--- config.mk ---
export PLATFORM = sky130hd
export DESIGN_NAME = pdsl_seq
export DESIGN_NICKNAME = d
export VERILOG_FILES = /design/src/hdl/pdsl_pkg.sv /design/src/hdl/pdsl_seq.sv
export SDC_FILE = /design/constraint.sdc
export NUM_CORES = 1
export LEC_CHECK = 0
export ABC_CLOCK_PERIOD_IN_PS = 2300
export BUFFER_PORTS_ARGS = -buffer_cell sky130_fd_sc_hd__buf_2
export CAP_MARGIN = 5
export CORE_UTILIZATION = 52
export CTS_BUF_LIST = sky130_fd_sc_hd__clkbuf_4 sky130_fd_sc_hd__clkbuf_8 sky130_fd_sc_hd__clkbuf_16
export CTS_CLUSTER_DIAMETER = 60
export DETAILED_ROUTE_END_ITERATION = 8
export PLACE_DENSITY_LB_ADDON = 0.05
export SETUP_SLACK_MARGIN = 0.4
export SYNTH_ARGS = -nofsm -noshare
export SYNTH_HDL_FRONTEND = slang
export SYNTH_SLANG_ARGS = --single-unit
--- constraint.sdc ---
create_clock -name clk -period 2.3 [get_ports clk]
set_input_delay 0.115 -clock clk [delete_from_list [all_inputs] [get_ports clk]]
set_output_delay 0.115 -clock clk [all_outputs]
set_load 0.1 [all_outputs]
--- src/hdl/pdsl_pkg.sv ---
`timescale 1ns / 1ps
// pdsl_pkg: shared types, register indexes, reset values and microcode ROM
// for the PID drive with slew limit. No dependencies.
package pdsl_pkg;

	localparam int POWER_FRAC_BITS_DEF = 14;
	localparam int UPC_W               = 5;
	localparam int CFG_IDX_W           = 3;
	localparam int CFG_DATA_W          = 32;

	localparam logic [31:0] TARGET_RST = 32'd0;
	localparam logic [31:0] SCALE_RST  = 32'd501849;
	localparam logic [31:0] GAIN_P_RST = 32'd14261;
	localparam logic [31:0] GAIN_I_RST = 32'd0;
	localparam logic [31:0] GAIN_D_RST = 32'd0;
	localparam logic [14:0] SLEW_RST   = 15'd1638;
	localparam logic [30:0] BAND_RST   = 31'd65536;
	localparam logic [30:0] WINDOW_RST = 31'd13107200;

	typedef enum logic [CFG_IDX_W-1:0] {
		REG_TARGET = 3'd0,
		REG_SCALE  = 3'd1,
		REG_GAIN_P = 3'd2,
		REG_GAIN_I = 3'd3,
		REG_GAIN_D = 3'd4,
		REG_SLEW   = 3'd5,
		REG_BAND   = 3'd6,
		REG_WINDOW = 3'd7
	} reg_idx_t;

	// datapath operation per microstep
	typedef enum logic [3:0] {
		OP_NOP,
		OP_ERR,
		OP_PREP,
		OP_LOAD_I,
		OP_LOAD_D,
		OP_ACC_LO,
		OP_ACC_HI,
		OP_TERM,
		OP_CLAMP,
		OP_FINISH
	} op_t;

	typedef enum logic [1:0] {
		MUL_NONE,
		MUL_DIST,
		MUL_LO,
		MUL_HI
	} mul_t;

	typedef enum logic [1:0] {
		G_P,
		G_I,
		G_D
	} gain_sel_t;

	typedef struct packed {
		op_t              op;
		mul_t             mul;
		gain_sel_t        gsel;
		logic             jz;      // jump to target when selected gain is zero
		logic [UPC_W-1:0] target;
	} ctl_word_t;

	typedef struct packed {
		logic start;
		logic gain_zero;
		logic stall;
	} seq_status_t;

	localparam logic [UPC_W-1:0] STEP_I   = 5'd7;
	localparam logic [UPC_W-1:0] STEP_D   = 5'd12;
	localparam logic [UPC_W-1:0] STEP_END = 5'd17;

	function automatic ctl_word_t cw(input op_t op, input mul_t mul, input gain_sel_t g,
			input logic jz, input logic [UPC_W-1:0] tgt);
		ctl_word_t w;
		w.op     = op;
		w.mul    = mul;
		w.gsel   = g;
		w.jz     = jz;
		w.target = tgt;
		return w;
	endfunction

	// Microprogram: distance, error, then P, I, D terms on the shared
	// multiplier (low half, high half, accumulate, scale), clamp, slew.
	function automatic ctl_word_t ucode(input logic [UPC_W-1:0] upc);
		ctl_word_t w;
		w = cw(OP_NOP, MUL_NONE, G_P, 1'b0, '0);
		case (upc)
			5'd0:  w = cw(OP_NOP,    MUL_DIST, G_P, 1'b0, '0);
			5'd1:  w = cw(OP_ERR,    MUL_NONE, G_P, 1'b0, '0);
			5'd2:  w = cw(OP_PREP,   MUL_NONE, G_P, 1'b0, '0);
			5'd3:  w = cw(OP_NOP,    MUL_LO,   G_P, 1'b1, STEP_I);
			5'd4:  w = cw(OP_ACC_LO, MUL_HI,   G_P, 1'b0, '0);
			5'd5:  w = cw(OP_ACC_HI, MUL_NONE, G_P, 1'b0, '0);
			5'd6:  w = cw(OP_TERM,   MUL_NONE, G_P, 1'b0, '0);
			5'd7:  w = cw(OP_LOAD_I, MUL_NONE, G_I, 1'b0, '0);
			5'd8:  w = cw(OP_NOP,    MUL_LO,   G_I, 1'b1, STEP_D);
			5'd9:  w = cw(OP_ACC_LO, MUL_HI,   G_I, 1'b0, '0);
			5'd10: w = cw(OP_ACC_HI, MUL_NONE, G_I, 1'b0, '0);
			5'd11: w = cw(OP_TERM,   MUL_NONE, G_I, 1'b0, '0);
			5'd12: w = cw(OP_LOAD_D, MUL_NONE, G_D, 1'b0, '0);
			5'd13: w = cw(OP_NOP,    MUL_LO,   G_D, 1'b1, STEP_END);
			5'd14: w = cw(OP_ACC_LO, MUL_HI,   G_D, 1'b0, '0);
			5'd15: w = cw(OP_ACC_HI, MUL_NONE, G_D, 1'b0, '0);
			5'd16: w = cw(OP_TERM,   MUL_NONE, G_D, 1'b0, '0);
			5'd17: w = cw(OP_CLAMP,  MUL_NONE, G_P, 1'b0, '0);
			5'd18: w = cw(OP_FINISH, MUL_NONE, G_P, 1'b0, '0);
			default: w = cw(OP_NOP, MUL_NONE, G_P, 1'b0, '0);
		endcase
		return w;
	endfunction

endpackage

--- src/hdl/pdsl_seq.sv ---
`timescale 1ns / 1ps
// pdsl_seq: step counter and microcode ROM for the PID drive sequencer.
// Depends on pdsl_pkg (control word, ROM function).
module pdsl_seq import pdsl_pkg::*; (
	input  logic        clk,
	input  logic        arst_n,
	input  seq_status_t status,
	output ctl_word_t   ctl,
	output logic        busy
);

	logic [UPC_W-1:0] upc_q;
	logic             busy_q;
	ctl_word_t        rom_w;

	assign rom_w = ucode(upc_q);
	assign ctl   = busy_q ? rom_w : cw(OP_NOP, MUL_NONE, G_P, 1'b0, '0);
	assign busy  = busy_q;

	always_ff @(posedge clk or negedge arst_n) begin
		if (!arst_n) begin
			upc_q  <= '0;
			busy_q <= 1'b0;
		end else if (!busy_q) begin
			if (status.start) begin
				busy_q <= 1'b1;
				upc_q  <= '0;
			end
		end else if (rom_w.op == OP_FINISH) begin
			// hold on the last step until the output slot frees
			if (!status.stall) begin
				busy_q <= 1'b0;
			end
		end else if (rom_w.jz && status.gain_zero) begin
			upc_q <= rom_w.target;
		end else begin
			upc_q <= upc_q + 1'b1;
		end
	end

	a_start: assert property (@(posedge clk) disable iff (!arst_n)
		(!busy_q && status.start) |=> (busy_q && upc_q == '0))
		else $error("sequencer did not start at step zero");
	a_end: assert property (@(posedge clk) disable iff (!arst_n)
		(busy_q && rom_w.op == OP_FINISH && !status.stall) |=> !busy_q)
		else $error("sequencer did not return to idle after finish");
	a_skip: assert property (@(posedge clk) disable iff (!arst_n)
		(busy_q && rom_w.jz && status.gain_zero) |=> (upc_q == $past(rom_w.target)))
		else $error("zero-gain skip missed its target");

endmodule
==> impl_results.md <==
* TritonCTS clock tree: done
* Critical path launch point type: flip-flop
* Reg-to-reg critical path startpoint: upc_q[1]$_DFFE_PN0P_
* Count of final hold-check violations at 0
* DRC at 0
* Least-Margin Pin Slew at 0.5495 ns
* Final setup TNS at 0 ns
* Final setup viols at 0
* TritonCTS Buffers at 3
* Vias per cell at 7.434
* Mean Syn Cell Area at 8.191 µm²
* Cell family with the largest share of critical-path delay: simple AND/OR/NAND/NOR gates
* Post-synth ARST share at 100.0%
* WL per Instance at around 25 µm
* Clock Root Buffer: clkbuf_4
* Starting density of the core at around three fifths
* Starting DRT DRC Count at 108
* Core Box Area at between 1000 and 1500 µm²
* First-pass GRT wire length at 3636 µm
* Synth Instances at 97
* CTS HTree Levels at 1
* Wire length on met1 at 1198 µm
* Setup Crit Path Kind: flip-flop to flip-flop
* IO Count at 20
* Hold_sp: status[2]
* Slowest cell on the critical path: dfrtp_2
* Via count at between 1000 and 1500
* Crit Path Max Fanout at 6
* Final Cycle Share at 89.62%
* Clock Skew at 0.01423 ns
* Final HPWL DP at 1585 µm
* Die W at 41.09 µm
* WP data required at about 2.5 ns
* Vias in the first global route at around 790
* Layout cells sized above 1 at between 50% and 60%
* Synth top area cells: dfrtp_1 19%, ha_1 14%, nor2_1 7.1%
* Tot GR Track Use at 33.82%
* Max Slew Vio Count at 0
* Met2 WL at around 1600 µm
* CP Data Arrival Time at 2.21 ns
* Predominant post-synthesis flop cell: dfrtp_1
* Relative max-transition margin at 62.42%
* Wire length on met3 at 497 µm
* Placed Instances at 130
* Clock sink count at 6
* Worst Setup End Kind: flip-flop
* Largest net degree at the start of global routing at 15
* Worst setup path startpoint: upc_q[1]$_DFFE_PN0P_
* Synth Cell Area at ~790 µm²
* Routed WL at 3645 µm
* Yosys reg bits at 6
* Cell taking the most area after synthesis: dfrtp_1
* Yosys synthesis warning count at 0
* Grt total ovfl at 0
* Share of the synthesized area in the top cell type at 18.90%
* CP peak stage delay at 0.47 ns
* # rows at 13
* Buffers & Inverters on Critical Path at 1
* Max layer used: met4
* Clk Latency, worst-skew pair at 0.26 ns
* Remaining antenna violation count at 0
* Min cycle time layout at ~2 ns
* Die Area at 1688 µm²
* Post-synth EDFFs at 0
* Worst hold path type: primary input to flip-flop
* Area growth, synth to finish at 66.14%
* CP Cell Sequence: clkinv_4 > ha_4 > nand4bb_4 > or3b_4 > and2_4 > a22o_1
* Ant diodes at 0
* Vert. Die Dim at 41.09 µm
* Initial antenna violation count at 0
* Clock Tree Buf Depth at 2
* Cell Count, Final, Fillers Out at ~140
* Max-cap violations at 0
* Most frequent cell after synthesis: nor2_1
* IO buf count at 19
* Clock transition at path regs at ~0.06 ns
* Layout Nets at between 100 and 150
* Sequential fraction of the synthesis area at 18.90%
* Max Fclk at 0.4852 GHz
* 1st-pass router iterations at 5
* Status: finished clean
* Synth cell types at 34
* RSZ-0062 raised after global routing: yes
* Routability cong. at 0.8632
* Most frequent cells after synthesis: 15 x nor2_1, 9 x ha_1, 7 x o21ai_0
* Synthesized Nets at 111
==> kinds of logic (layout without fill, tap and decap cells) <==
| group | Yosys count | in the layout | share of synthesized area, % |
|---|---|---|---|
| DFF | 6 | 6 | 18.90 |
| AOI/OAI and AO/OA | 31 | 31 | 25.99 |
| muxes | 5 | 5 | 9.922 |
| and+or+nand+nor | 35 | 35 | 24.72 |
| buffers and inverters | 11 | 42 | 6.298 |
| adders and majority gates | 9 | 9 | 14.17 |
==> layout by cell type, fill, tap and decap left out, types with 3 or more instances in the layout <==
cell,n
nor2_4,3
o21ai_0,6
mux2i_1,3
buf_6,5
buf_4,16
dfrtp_1,3
o32ai_1,3
a21oi_4,3
a21oi_1,3
nor2_2,3
ha_4,4
nor2_1,9
ha_2,3
nand2_1,5
inv_1,3
buf_2,6
buf_12,4
clkbuf_4,4
==> registers in the layout, summed over array words and instances (netlist names) <==
signal / flops
upc_q: 5
busy: 1
==> per-layer routing <==
layer | global-route usage (%) | vias up
li1 | - | 417
met1 | 39.67 | 472
met2 | 60.16 | 126
met3 | 9.239 | 48
met4 | 8.065 | 0
met5 | 0 | -
==> what timing repair did <==
item                                   in CTS  in global routing
gates resized for setup                    27                 25
setup endpoints to repair                  20                 17
endpoints found under the hold margin       6                  0
buffers inserted                            4                  5
pin swaps                                   0                  7
hold buffers                                1                  0
==> stage by stage <==
stage	utilization [%]	instance area, µm²	hold WS (ns)	setup WS [ns]
2_1_floorplan	-	902.1	-0.1806	0.2546
3_3_place_gp	75.82	1036	-0.05757	0.2887
3_5_place_dp	75.82	1036	-0.05665	0.2112
4_1_cts	87.09	1190	0.09156	0.3297
5_1_grt	96.61	1320	0.1108	0.2038
6_report	96.61	1320	0.09174	0.2388
==> final timing paths <==
path | slack [ns] | cells after the start | endpoint
setup / recovery | 0.24 | 6 | upc_q[4]$_DFFE_PN0P_
min in group asynchronous | 0.27 | 2 | upc_q[1]$_DFFE_PN0P_
hold reg to reg | 0.69 | 1 | upc_q[1]$_DFFE_PN0P_
max in group asynchronous | 1.84 | 2 | upc_q[0]$_DFFE_PN0P_
hold / removal | 0.09 | 2 | upc_q[1]$_DFFE_PN0P_
setup reg to reg | 0.24 | 6 | upc_q[4]$_DFFE_PN0P_
==> area by class of cell <==
type	instances	area [µm²]
Timing Repair Buffer	34	319.1
Sequential cell	6	156.4
Tap cell	15	18.77
Clock buffer	3	22.52
Fill cell	26	46.29
Inverter	5	26.28
Multi-Input combinational cell	80	777.0
Power is not shown: default switching activity piles up to over one toggle a cycle in this logic, so the estimate is an artifact.
